[config.mk]
export PLATFORM = sky130hd
export DESIGN_NAME = task_delay_state_table_core
export DESIGN_NICKNAME = d
export VERILOG_FILES = /design/src/rtl/core/tdst_pkg.sv /design/src/rtl/core/tdst_ram.sv /design/src/rtl/core/tdst_ctrl.sv /design/src/rtl/core/tdst_dp.sv /design/src/rtl/core/task_delay_state_table_core.sv
export SDC_FILE = /design/constraint.sdc
export NUM_CORES = 1
export LEC_CHECK = 0
export BUFFER_PORTS_ARGS = -buffer_cell sky130_fd_sc_hd__buf_2
export CAP_MARGIN = 20
export CORE_MARGIN = 2
export CORE_UTILIZATION = 30
export DETAILED_ROUTE_END_ITERATION = 16
export GPL_TIMING_DRIVEN = 0
export PLACE_DENSITY = 0.55
export SETUP_SLACK_MARGIN = 0.05
export SLEW_MARGIN = 20
export SYNTH_ARGS = -nofsm -noshare
export SYNTH_HDL_FRONTEND = slang
export SYNTH_SLANG_ARGS = --single-unit
[constraint.sdc]
create_clock -name clk_i -period 4.8 [get_ports clk_i]
set_input_delay 0.72 -clock clk_i [delete_from_list [all_inputs] [get_ports clk_i]]
set_output_delay 0.72 -clock clk_i [all_outputs]
set_load 0.05 [all_outputs]
[src/rtl/core/tdst_pkg.sv]
// shared types and constants for the task delay state table
`timescale 1ns / 1ps

package tdst_pkg;

  localparam int IN_W     = 32;
  localparam int OUT_W    = 24;
  localparam int CMD_W    = 3;
  localparam int TASK_W   = 4;
  localparam int NSTATE_W = 6;
  localparam int TIME_W   = 16;
  localparam int STATE_W  = 8;
  localparam int ENTRY_W  = STATE_W + TIME_W;

  localparam logic [STATE_W-1:0] FLAG_DELAYING = 8'h80;
  localparam logic [STATE_W-1:0] FLAG_INSTATE  = 8'h40;
  localparam logic [STATE_W-1:0] FLAG_MASK     = 8'hC0;

  typedef enum logic [CMD_W-1:0] {
    CMD_TICK         = 3'd0,
    CMD_READ         = 3'd1,
    CMD_MARK_INSTATE = 3'd2,
    CMD_GOTO         = 3'd3,
    CMD_GOTO_FORCED  = 3'd4,
    CMD_DELAY        = 3'd5,
    CMD_DELAY_FORCED = 3'd6
  } cmd_e;

  typedef struct packed {
    logic cmd_ld;
    logic scan_clr;
    logic scan_rd;
    logic cmd_rd;
    logic cmd_exec;
    logic tick_inc;
    logic load_out;
  } ctrl_cmd_t;

  typedef struct packed {
    logic in_is_tick;
    logic scan_last;
  } dp_status_t;

endpackage

[src/rtl/core/tdst_ram.sv]
// generic single-write, single-read ram with registered read data
`timescale 1ns / 1ps

module tdst_ram #(
  parameter int WIDTH = 24,
  parameter int DEPTH = 16
) (
  input  logic                                    clk_i,
  input  logic                                    we_i,
  input  logic [((DEPTH > 1) ? $clog2(DEPTH) : 1)-1:0] waddr_i,
  input  logic [WIDTH-1:0]                        wdata_i,
  input  logic [((DEPTH > 1) ? $clog2(DEPTH) : 1)-1:0] raddr_i,
  output logic [WIDTH-1:0]                        rdata_o
);

  logic [WIDTH-1:0] mem_q [DEPTH];
  logic [WIDTH-1:0] rdata_q;

  always_ff @(posedge clk_i) begin
    if (we_i) begin
      mem_q[waddr_i] <= wdata_i;
    end
    rdata_q <= mem_q[raddr_i];
  end

  assign rdata_o = rdata_q;

endmodule

[src/rtl/core/tdst_ctrl.sv]
// command sequencer for the task delay state table
`timescale 1ns / 1ps

module tdst_ctrl (
  input  logic                  clk_i,
  input  logic                  rst_ni,
  input  logic                  in_valid_i,
  output logic                  in_ready_o,
  output logic                  out_valid_o,
  input  logic                  out_ready_i,
  input  tdst_pkg::dp_status_t  status_i,
  output tdst_pkg::ctrl_cmd_t   cmd_o
);

  typedef enum logic [2:0] {
    ST_IDLE,
    ST_SCAN,
    ST_DRAIN,
    ST_CRD,
    ST_CEX,
    ST_OUT
  } state_e;

  state_e state_q;
  logic   out_valid_q;
  logic   accept;
  logic   slot_free;

  assign in_ready_o  = (state_q == ST_IDLE);
  assign accept      = in_valid_i && in_ready_o;
  assign slot_free   = !out_valid_q || out_ready_i;
  assign out_valid_o = out_valid_q;

  always_comb begin
    cmd_o          = '0;
    cmd_o.cmd_ld   = accept;
    cmd_o.scan_clr = accept;
    unique case (state_q)
      ST_SCAN:  cmd_o.scan_rd  = 1'b1;
      ST_DRAIN: cmd_o.tick_inc = 1'b1;
      ST_CRD:   cmd_o.cmd_rd   = 1'b1;
      ST_CEX:   cmd_o.cmd_exec = 1'b1;
      ST_OUT:   cmd_o.load_out = slot_free;
      default:  ;
    endcase
  end

  always_ff @(posedge clk_i or negedge rst_ni) begin
    if (!rst_ni) begin
      state_q     <= ST_IDLE;
      out_valid_q <= 1'b0;
    end else begin
      if ((state_q == ST_OUT) && slot_free) begin
        out_valid_q <= 1'b1;
      end else if (out_valid_q && out_ready_i) begin
        out_valid_q <= 1'b0;
      end
      unique case (state_q)
        ST_IDLE: begin
          if (accept) begin
            state_q <= status_i.in_is_tick ? ST_SCAN : ST_CRD;
          end
        end
        ST_SCAN: begin
          if (status_i.scan_last) begin
            state_q <= ST_DRAIN;
          end
        end
        ST_DRAIN: state_q <= ST_OUT;
        ST_CRD:   state_q <= ST_CEX;
        ST_CEX:   state_q <= ST_OUT;
        ST_OUT: begin
          if (slot_free) begin
            state_q <= ST_IDLE;
          end
        end
        default: state_q <= ST_IDLE;
      endcase
    end
  end

endmodule

[src/rtl/core/tdst_dp.sv]
// datapath: task table, scan counter, millisecond counter and result register
`timescale 1ns / 1ps

module tdst_dp #(
  parameter int NUM_TASKS = 16
) (
  input  logic                          clk_i,
  input  logic                          rst_ni,
  input  logic [tdst_pkg::IN_W-1:0]     in_data_i,
  output logic [tdst_pkg::OUT_W-1:0]    out_data_o,
  input  tdst_pkg::ctrl_cmd_t           cmd_i,
  output tdst_pkg::dp_status_t          status_o
);

  localparam int IDX_W = (NUM_TASKS > 1) ? $clog2(NUM_TASKS) : 1;
  localparam int CNT_W = $clog2(NUM_TASKS + 1);
  localparam logic [CNT_W-1:0] LAST_IDX = CNT_W'(NUM_TASKS - 1);

  logic [tdst_pkg::CMD_W-1:0]    cmd_q;
  logic [tdst_pkg::TASK_W-1:0]   task_q;
  logic [tdst_pkg::NSTATE_W-1:0] nstate_q;
  logic [tdst_pkg::TIME_W-1:0]   len_q;

  logic [CNT_W-1:0]              scan_q;
  logic                          eval_v_q;
  logic [IDX_W-1:0]              eval_idx_q;
  logic [NUM_TASKS-1:0]          valid_q;
  logic                          rd_valid_q;
  logic [tdst_pkg::TIME_W-1:0]   tick_q;
  logic [tdst_pkg::STATE_W-1:0]  result_q;
  logic [tdst_pkg::STATE_W-1:0]  out_state_q;
  logic [tdst_pkg::TIME_W-1:0]   out_time_q;

  logic [IDX_W-1:0]              task_addr;
  logic [IDX_W-1:0]              rd_addr;
  logic [tdst_pkg::ENTRY_W-1:0]  rdata;
  logic [tdst_pkg::STATE_W-1:0]  ent_st;
  logic [tdst_pkg::TIME_W-1:0]   ent_wk;
  logic                          delaying;
  logic                          in_range;
  logic [tdst_pkg::STATE_W-1:0]  new_st;
  logic [tdst_pkg::TIME_W-1:0]   new_wk;
  logic                          wake_hit;
  logic                          we;
  logic [IDX_W-1:0]              waddr;
  logic [tdst_pkg::ENTRY_W-1:0]  wdata;

  assign task_addr = IDX_W'(task_q);
  assign rd_addr   = cmd_i.scan_rd ? scan_q[IDX_W-1:0] : task_addr;
  assign in_range  = ({28'd0, task_q} < 32'(NUM_TASKS));

  assign ent_st   = rd_valid_q ? rdata[tdst_pkg::STATE_W-1:0] : '0;
  assign ent_wk   = rd_valid_q ? rdata[tdst_pkg::ENTRY_W-1:tdst_pkg::STATE_W] : '0;
  assign delaying = (ent_st & tdst_pkg::FLAG_DELAYING) != '0;
  assign wake_hit = eval_v_q && delaying && (ent_wk == tick_q);

  always_comb begin
    new_st = ent_st;
    new_wk = ent_wk;
    case (cmd_q)
      tdst_pkg::CMD_MARK_INSTATE: begin
        if (!delaying) begin
          new_st = ent_st | tdst_pkg::FLAG_INSTATE;
        end
      end
      tdst_pkg::CMD_GOTO: begin
        if (!delaying) begin
          new_st = {2'b00, nstate_q};
        end
      end
      tdst_pkg::CMD_GOTO_FORCED: new_st = {2'b00, nstate_q};
      tdst_pkg::CMD_DELAY: begin
        if (!delaying) begin
          new_st = {2'b00, nstate_q} | tdst_pkg::FLAG_DELAYING;
          new_wk = len_q + tick_q;
        end
      end
      tdst_pkg::CMD_DELAY_FORCED: begin
        new_st = {2'b00, nstate_q} | tdst_pkg::FLAG_DELAYING;
        new_wk = len_q + tick_q;
      end
      default: ;
    endcase
  end

  // scan write-back has priority; the two never overlap
  always_comb begin
    if (eval_v_q) begin
      we    = wake_hit;
      waddr = eval_idx_q;
      wdata = {{tdst_pkg::TIME_W{1'b0}}, ent_st & ~tdst_pkg::FLAG_MASK};
    end else begin
      we    = cmd_i.cmd_exec && in_range;
      waddr = task_addr;
      wdata = {new_wk, new_st};
    end
  end

  tdst_ram #(
    .WIDTH (tdst_pkg::ENTRY_W),
    .DEPTH (NUM_TASKS)
  ) u_table (
    .clk_i   (clk_i),
    .we_i    (we),
    .waddr_i (waddr),
    .wdata_i (wdata),
    .raddr_i (rd_addr),
    .rdata_o (rdata)
  );

  always_ff @(posedge clk_i or negedge rst_ni) begin
    if (!rst_ni) begin
      scan_q   <= '0;
      eval_v_q <= 1'b0;
      valid_q  <= '0;
      tick_q   <= '0;
    end else begin
      eval_v_q <= cmd_i.scan_rd;
      if (cmd_i.scan_clr) begin
        scan_q <= '0;
      end else if (cmd_i.scan_rd) begin
        scan_q <= scan_q + 1'b1;
      end
      if (we) begin
        valid_q[waddr] <= 1'b1;
      end
      if (cmd_i.tick_inc) begin
        tick_q <= tick_q + 1'b1;
      end
    end
  end

  always_ff @(posedge clk_i) begin
    if (cmd_i.cmd_ld) begin
      cmd_q    <= in_data_i[2:0];
      task_q   <= in_data_i[6:3];
      nstate_q <= in_data_i[12:7];
      len_q    <= in_data_i[28:13];
    end
    eval_idx_q <= rd_addr;
    rd_valid_q <= valid_q[rd_addr];
    if (cmd_i.tick_inc) begin
      result_q <= '0;
    end else if (cmd_i.cmd_exec) begin
      result_q <= in_range ? new_st : '0;
    end
    if (cmd_i.load_out) begin
      out_state_q <= result_q;
      out_time_q  <= tick_q;
    end
  end

  assign status_o.in_is_tick = (in_data_i[2:0] == tdst_pkg::CMD_TICK);
  assign status_o.scan_last  = (scan_q == LAST_IDX);
  assign out_data_o          = {out_time_q, out_state_q};

endmodule

[src/rtl/core/task_delay_state_table_core.sv]
// top level of the task delay state table
//
//  channel   dir  handshake                  payload
//  s_axis    in   s_axis_tvalid/tready       tdata: cmd, task_index, next_state, delay_length
//  m_axis    out  m_axis_tvalid/tready       tdata: task_state, time_now
//
// a tick scans the table one entry per cycle, then advances the counter and loads the output
// any other command steps through accept, table read, update and output load
// reset clears the table through per-entry valid bits, at once; the counter clears to zero
// a stalled output word holds the block in its last step until the slot is free;
// one word may wait in the output register while the next command is taken and worked
`timescale 1ns / 1ps

module task_delay_state_table_core #(
  parameter int NUM_TASKS = 16
) (
  input  logic        clk_i,
  input  logic        rst_ni,
  input  logic        s_axis_tvalid_i,
  output logic        s_axis_tready_o,
  // cmd [2:0], task_index [6:3], next_state [12:7], delay_length [28:13], zero [31:29]
  input  logic [31:0] s_axis_tdata_i,
  output logic        m_axis_tvalid_o,
  input  logic        m_axis_tready_i,
  // task_state [7:0], time_now [23:8]
  output logic [23:0] m_axis_tdata_o
);

  tdst_pkg::ctrl_cmd_t  ctl;
  tdst_pkg::dp_status_t sts;

  tdst_ctrl u_ctrl (
    .clk_i       (clk_i),
    .rst_ni      (rst_ni),
    .in_valid_i  (s_axis_tvalid_i),
    .in_ready_o  (s_axis_tready_o),
    .out_valid_o (m_axis_tvalid_o),
    .out_ready_i (m_axis_tready_i),
    .status_i    (sts),
    .cmd_o       (ctl)
  );

  tdst_dp #(
    .NUM_TASKS (NUM_TASKS)
  ) u_dp (
    .clk_i      (clk_i),
    .rst_ni     (rst_ni),
    .in_data_i  (s_axis_tdata_i),
    .out_data_o (m_axis_tdata_o),
    .cmd_i      (ctl),
    .status_o   (sts)
  );

`ifndef NO_ASSERTIONS
  a_no_overwrite: assert property (@(posedge clk_i) disable iff (!rst_ni)
    ctl.load_out |-> (!m_axis_tvalid_o || m_axis_tready_i))
    else $error("output word overwritten before it was taken");

  a_busy_after_accept: assert property (@(posedge clk_i) disable iff (!rst_ni)
    (s_axis_tvalid_i && s_axis_tready_o) |=> !s_axis_tready_o)
    else $error("input taken again while a command is in progress");

  a_tick_after_scan: assert property (@(posedge clk_i) disable iff (!rst_ni)
    ctl.tick_inc |-> $past(ctl.scan_rd))
    else $error("counter advanced without a completed scan");

  a_one_read_source: assert property (@(posedge clk_i) disable iff (!rst_ni)
    ctl.scan_rd |-> (!ctl.cmd_rd && !ctl.cmd_exec && !s_axis_tready_o))
    else $error("table scan overlaps a command access");
`endif

endmodule
==> results of run 1 <==
-- power breakdown --
part	internal [mW]	switching, mW
Combinational	2.09	3.67
Sequential	5.47	0.270
Clock	2.36	1.76
-- worst register-to-register path, cell delays in order (launching register included) --
cell      delay, ns
dfrtp_1        0.50
xnor2_1        0.34
nand4_1        0.18
or4_1          0.56
nor4_1         0.43
a21oi_1        0.24
clkbuf_1       0.44
nor2_4         0.66
buf_16         0.24
-- synth_stat cells (2+ instances only) --
master,number
nor3b_1,7
inv_2,2
o21ai_0,35
nor3_1,11
and2_0,23
buf_4,6
buf_2,15
o32ai_1,6
a22oi_1,3
o2bb2ai_1,3
mux2i_1,159
edfxtp_1,437
nand3b_1,5
a221o_1,26
a221oi_1,2
nor4_1,4
nand2b_1,8
dfxtp_1,37
o22ai_1,32
inv_1,21
a22o_1,3
a21oi_1,90
or3_1,2
mux2_2,51
clkbuf_1,46
o21bai_1,16
o21a_1,3
xnor2_1,20
a21o_1,3
dfrtp_1,42
nand2_1,64
nor2b_1,4
and2_1,31
a31oi_1,6
and3_1,3
nand3_1,18
a32o_1,3
a211oi_1,51
nor2_1,60
nand4_1,10
clkinv_1,2
xor2_1,15
ha_1,18
buf_6,5
-- routing by layer --
metal,GRT usage (%),routed length (um)
met3,2.40,3040
met4,4.87,1520
met5,0,0
met2,24.5,26200
met1,19.9,24200
-- cell type report --
type	count	area [um2]
Fill cell	6724	44900
Sequential cell	516	14900
Multi-Input combinational cell	810	6130
Clock buffer	72	1490
Tap cell	940	1180
Timing Repair Buffer	79	773
Buffer	73	354
Clock inverter	32	269
Inverter	26	103
-- cell families (layout without fill, tap and decap cells) --
family | count (synthesis) | in the layout
XOR/XNOR | 35 | 35
buffers and inverters | 99 | 282
adder cells (fa/ha/maj) | 19 | 19
multiplexers | 211 | 211
flip-flops | 516 | 516
AND/OR/NAND/NOR | 258 | 258
AO/OA/AOI/OAI | 287 | 287
-- through the flow --
step	util [%]	std cells	instance area [um2]	hold WS (ns)	TNS [ns]
floorplan	-	1425	21300	0.422	0
global placement	32.4	2423	22800	0.441	-188.43
detailed placement	33.4	2444	23400	0.445	0
CTS	35.9	2548	25200	0.239	0
global route	35.9	2548	25200	0.253	0
finish	35.9	2548	25200	0.261	0
-- path summary, 6_finish.rpt --
check | endpoint | cells after the start | slack (ns)
worst max register to register | u_dp.u_table.mem_q[1][17] | 8 | 0.90
worst min register to register | u_dp.out_state_q[0] | 0 | 0.46
worst min-delay path | u_dp.tick_q[12] | 1 | 0.26
worst max-delay path | u_dp.u_table.mem_q[1][17] | 8 | 0.90
max in group asynchronous | u_dp.valid_q[8] | 1 | 3.92
min in group clk_i | u_dp.len_q[6] | 1 | 0.28
-- flip-flops by register name (all words and copies together), names as in the netlist, 3 cells and up --
name	flops
u_dp.result_q	8
u_dp.cmd_q	3
u_dp.valid_q	16
u_dp.eval_idx_q	4
u_dp.u_table.rdata_o	24
u_dp.len_q	16
u_dp.task_addr	4
u_dp.u_table.mem_q	384
u_dp.out_state_q	8
u_dp.nstate_q	6
u_ctrl.state_q	3
u_dp.tick_q	16
u_dp.scan_q	5
u_dp.out_time_q	16
==> metrics.md, run 1 <==
| Metric | Value |
|---|---|
| Die width | `270 um` |
| Mux cell area share after synthesis | `10.2%` |
| Wire per inst | `21.6 um` |
| Max_cap viols | `0` |
| Power after layout | `15.6 mW` |
| Post-DP HPWL | `37.3 mm` |
| Yosys Warn Count | `0` |
| Largest family of logic cells by synthesized area | `multiplexers` |
| Worst-case clock buffer depth | `3` |
| Ys flop type | `edfxtp_1` |
| # DRC | `0` |
| Syn Nets | `1480` |
| Complex-gate fraction of the synthesized area | `8.87%` |
| Routability cong. | `0.877` |
| Total wire length | `54.9 mm` |
| Most common cell after layout, fill and taps aside | `edfxtp_1` |
| Status | `completed` |
| Slew headroom | `35.2%` |
| Adder-cell share of the synthesized area | `1.15%` |
| Cell Area, Synth | `0.0213 mm2` |
| Leakage | `8.82 nW` |
| Critical path, cell by cell | `xnor2_1 > nand4_1 > or4_1 > nor4_1 > a21oi_1 > clkbuf_1 > nor2_4 > buf_16` |
| Crit Path Max Fanout | `13` |
| Layout cell share with drive strength beyond 1 | `17.2%` |
| Starting Density | `30.4%` |
| Worst-Skew Late Latency | `0.62 ns` |
| Vias/cell | `4.94` |
| Vias in the first global route | `12700` |
| Max stage delay on crit path | `0.65 ns` |
| First-pass GRT wire length | `81.3 mm` |
| CP Class | `register to register` |
| Clk_skew | `0.0213 ns` |
| Flops & latches, synth | `516` |
| Grt total ovfl | `0` |
| Final critical-path required period | `3.90 ns` |
| Die H | `270 um` |
| # diodes | `0` |
| Crit path required time | `5.12 ns` |
| Die area | `0.0731 mm2` |
| Fin. max-slew vios | `0` |
| Top-area cell type share of the netlist area | `61.6%` |
| Fmax | `0.256 GHz` |
| Top Family by Delay on Critical Path | `simple AND/OR/NAND/NOR gates` |
| Post-route setup slack | `0.901 ns` |
| CP Launch Type | `register` |
| Critical Path Sink Type | `register` |
| Initial antenna violation count | `0` |
| Layout area overhead | `18.4%` |
| Slew @ Worst Pin | `0.954 ns` |
| CTS H-tree depth | `2` |
| Routed Antenna Nets | `0` |
| Most frequent cells in the layout | `edfxtp_1, mux2i_1, a21oi_1, buf_2, nand2_1` |
| Cell taking the most area after synthesis | `edfxtp_1` |
| RSZ-0062 raised after global routing | `false` |
| EDFF count, synth | `437` |
| Post-Synth Simple-Gate Area | `6.12%` |
| CTS buffer count | `55` |
| Port Buf Inserts | `58` |
| Path type of the worst min-delay path | `input port to asynchronous set/reset pin` |
| Final Hold Viols | `0` |
| Post-cts sizing count | `0` |
| Post CTS Setup Buffer Count | `0` |
| DR iter-0 viols | `982` |
| Critical-path top delay cell | `nor2_4` |
| Clk sink count | `516` |
| Total GRT Usage | `14.8%` |
| Reg2Reg Launch Point | `u_dp.tick_q[13]` |
| Vias | `12600` |
| Max VDD drop | `0.369 mV` |
| Sequential-to-total area share from yosys stat | `70.0%` |
| Ys async rst share | `8.14%` |
| Largest net degree at the start of global routing | `43` |
| Final period utilization | `81.2%` |
| Core area | `0.0701 mm2` |
| Clock transition at the registers of the reported paths | `0.06 ns` |
| CTS root buf | `clkbuf_16` |
| Synth Area in XOR/XNOR | `1.44%` |
| WP data arrival | `4.22 ns` |
| Pwr Density | `619 mW/mm2` |
| Core Rows | `97` |
| CP Launch Point | `u_dp.tick_q[13]` |
| Mapped Cells | `1425` |
| Final setup violation count | `0` |
| Nets | `1616` |
| Average size of a mapped cell | `14.9 um2` |
| Dpl ws | `0.874 ns` |
| Buf/Inv on CP | `2` |
| I/O pins | `62` |
| Distinct cells, synth | `61` |
| Drt pass-1 iters | `5` |
| Synth area leaders | `edfxtp_1, mux2i_1, dfrtp_1, dfxtp_1, mux2_2` |
| TritonCTS clock tree | `done` |
| Hold buffer count at CTS | `0` |
(Power assumes the default switching activity.)
==> run 2, diff against run 1 <==
==> constraint.sdc (replaced) <==
create_clock -name clk_i -period 3.7 [get_ports clk_i]
set_input_delay 0.555 -clock clk_i [delete_from_list [all_inputs] [get_ports clk_i]]
set_output_delay 0.555 -clock clk_i [all_outputs]
set_load 0.05 [all_outputs]
==> metrics.md, run 2 (synthesis gave the netlist of run 1 again) <==
| Metric | Value |
|---|---|
| Fin area | `0.0255 mm2 (+1.2%)` |
| Grt total ovfl | `0 (unchanged)` |
| Fmax | `0.291 GHz (+13%)` |
| Post-DP HPWL | `37.3 mm (unchanged)` |
| Clock transition at the registers of the reported paths | `0.06 ns (about the same)` |
| Status | `completed` |
| RSZ-0062 raised after global routing | `false` |
| Clk_skew | `0.0208 ns (-0.000471 ns)` |
| Met1 usage | `19.8% (-0.079 points)` |
| # diodes | `0 (unchanged)` |
| Crit path required time | `4.01 ns (-1.11 ns)` |
| Most common cell after layout, fill and taps aside | `edfxtp_1` |
| Die H | `270 um (unchanged)` |
| Most frequent cells in the layout | `edfxtp_1, mux2i_1, a21oi_1, buf_2, nand2_1` |
| Leakage | `8.96 nW (+1.6%)` |
| Slew @ Worst Pin | `0.976 ns (+0.0225 ns)` |
| Crit Path Max Fanout | `17 (+4)` |
| Pwr Density | `795 mW/mm2 (+28%)` |
| Reg2reg path depth | `9 (+1)` |
| Reg2Reg Setup Slack | `0.26 ns (-0.64 ns)` |
| Drt pass-1 iters | `5 (unchanged)` |
| # DRC | `0 (unchanged)` |
| I/O pins | `62 (unchanged)` |
| WP data arrival | `3.75 ns (-0.47 ns)` |
| Die width | `270 um (unchanged)` |
| Number of flip-flops in the largest register | `384 (unchanged)` |
| CTS buffer count | `55 (unchanged)` |
| CTS root buf | `clkbuf_16` |
| Layout cell share with drive strength beyond 1 | `18.3% (+1.1 points)` |
| Gr busiest metal | `met2` |
| CTS H-tree depth | `2 (unchanged)` |
| Total wire length | `55.2 mm (+0.55%)` |
| CP Launch Type | `register` |
| Path type of the worst min-delay path | `input port to asynchronous set/reset pin` |
| Routability cong. | `0.877 (unchanged)` |
| Critical path, cell by cell | `xnor2_1 > nand4_1 > or4_1 > nor4_1 > a21oi_1 > clkbuf_2 > buf_6 > nor2_4 > buf_12` |
| Nets | `1635 (+1.2%)` |
| Critical-path top delay cell | `or4_1` |
| Wire per inst | `21.5 um (-0.20%)` |
| Met3 GRT Util | `2.54% (+0.14 points)` |
| CP Class | `register to register` |
| GR Layer Usage met2 | `24.3% (-0.24 points)` |
| TritonCTS clock tree | `done` |
| Power after layout | `20.3 mW (+30%)` |
| Vias/cell | `4.93 (-0.16%)` |
| Final period utilization | `93.0% (+12 points)` |
| Core area | `0.0701 mm2 (unchanged)` |
| Routed Antenna Nets | `0 (unchanged)` |
| Critical Path Sink Type | `register` |
| Die area | `0.0731 mm2 (unchanged)` |
| Starting Density | `30.4% (unchanged)` |
| Slew headroom | `34.9% (-0.25 points)` |
| DR iter-0 viols | `1040 (+5.9%)` |
| Final critical-path required period | `3.44 ns (-0.460 ns)` |
| DP Area | `0.0234 mm2 (unchanged)` |
| Max VDD drop | `0.479 mV (+30%)` |
| Final Util | `36.4% (+0.44 points)` |
| Hold_ws | `0.0912 ns (-0.170 ns)` |
| Reg2reg end | `u_dp.u_table.mem_q[8][7]` |
| Port Buf Inserts | `58 (unchanged)` |
| Worst-case clock buffer depth | `3 (unchanged)` |
| CP Launch Point | `u_dp.tick_q[13]` |
| First-pass GRT wire length | `81.6 mm (+0.46%)` |
| Total GRT Usage | `14.9% (+0.060 points)` |
| Final Hold Viols | `0 (unchanged)` |
| Biggest register | `u_dp.u_table.mem_q` |
| Fill cell count | `6696 (-0.42%)` |
| Layout area overhead | `19.8%` |
| Worst-Skew Late Latency | `0.62 ns (about the same)` |
| Core Rows | `97 (unchanged)` |
| Clk sink count | `516 (unchanged)` |
| Max_cap viols | `0 (unchanged)` |
| Reg2Reg Launch Point | `u_dp.tick_q[13]` |
| Fin. max-slew vios | `0 (unchanged)` |
| Largest net degree at the start of global routing | `43 (unchanged)` |
| Final setup violation count | `0 (unchanged)` |
| Initial antenna violation count | `0 (unchanged)` |
| Max stage delay on crit path | `0.56 ns (-0.09 ns)` |
| Vias | `12700 (+0.59%)` |
| Vias in the first global route | `12800 (+0.85%)` |
[run 2: repair_timing]
action,in CTS,in global routing
buffers inserted,12,7
gates resized for setup,1,3
pin swaps,12,5
hold buffers,0,0
setup endpoints to repair,300,208
[run 2: cell type report]
cell class,count,area [um2],share of cell area (%)
Buffer,73,357,1.40
Clock buffer,72,1490,5.84
Clock inverter,32,269,1.05
Inverter,26,103,0.402
Multi-Input combinational cell,810,6130,24.0
Sequential cell,516,14900,58.4
Tap cell,940,1180,4.61
Timing Repair Buffer,98,1080,4.23
[run 2: how the worst max path moves through the flow]
| stage | end | cells after the start | slack, ns |
|---|---|---|---|
| finish | u_dp.u_table.mem_q[8][7] | 9 | 0.26 |
| detailed placement | u_dp.u_table.mem_q[1][11] | 8 | -0.23 |
| floorplan | u_dp.u_table.mem_q[3][0] | 7 | 0.42 |
| global route | u_dp.u_table.mem_q[8][7] | 9 | 0.05 |
| global placement | u_dp.u_table.mem_q[1][11] | 7 | -1.83 |
| CTS | u_dp.u_table.mem_q[3][8] | 8 | 0.06 |
[run 2: power by group]
part	switching, mW	internal [mW]	leakage [nW]	total, mW
Clock	2.28	3.06	0.860	5.34
Sequential	0.353	7.10	4.89	7.45
Combinational	4.77	2.72	3.21	7.49
[run 2: critical path: cells and delay by family (launching register included)]
kind | cells | cell delay [ns]
AO/OA/AOI/OAI | 1 | 0.23
XOR/XNOR | 1 | 0.34
buffers and inverters | 3 | 0.75
flip-flops | 1 | 0.50
AND/OR/NAND/NOR | 4 | 1.31
[run 2: routing by layer]
metal	vias up	share of wire, %
met5	-	0
met3	106	6.2
met1	6331	43
met2	406	47
li1	5820	-
met4	0	3.5
[run 2: metrics by stage]
stage / instances / TNS (ns) / worst slack, ns
2_1_floorplan: 1425 / 0 / 0.416
3_3_place_gp: 2423 / -631.86 / -1.83
3_5_place_dp: 2444 / -23.27 / -0.226
4_1_cts: 2560 / 0 / 0.0601
5_1_grt: 2567 / 0 / 0.0521
6_report: 2567 / 0 / 0.261
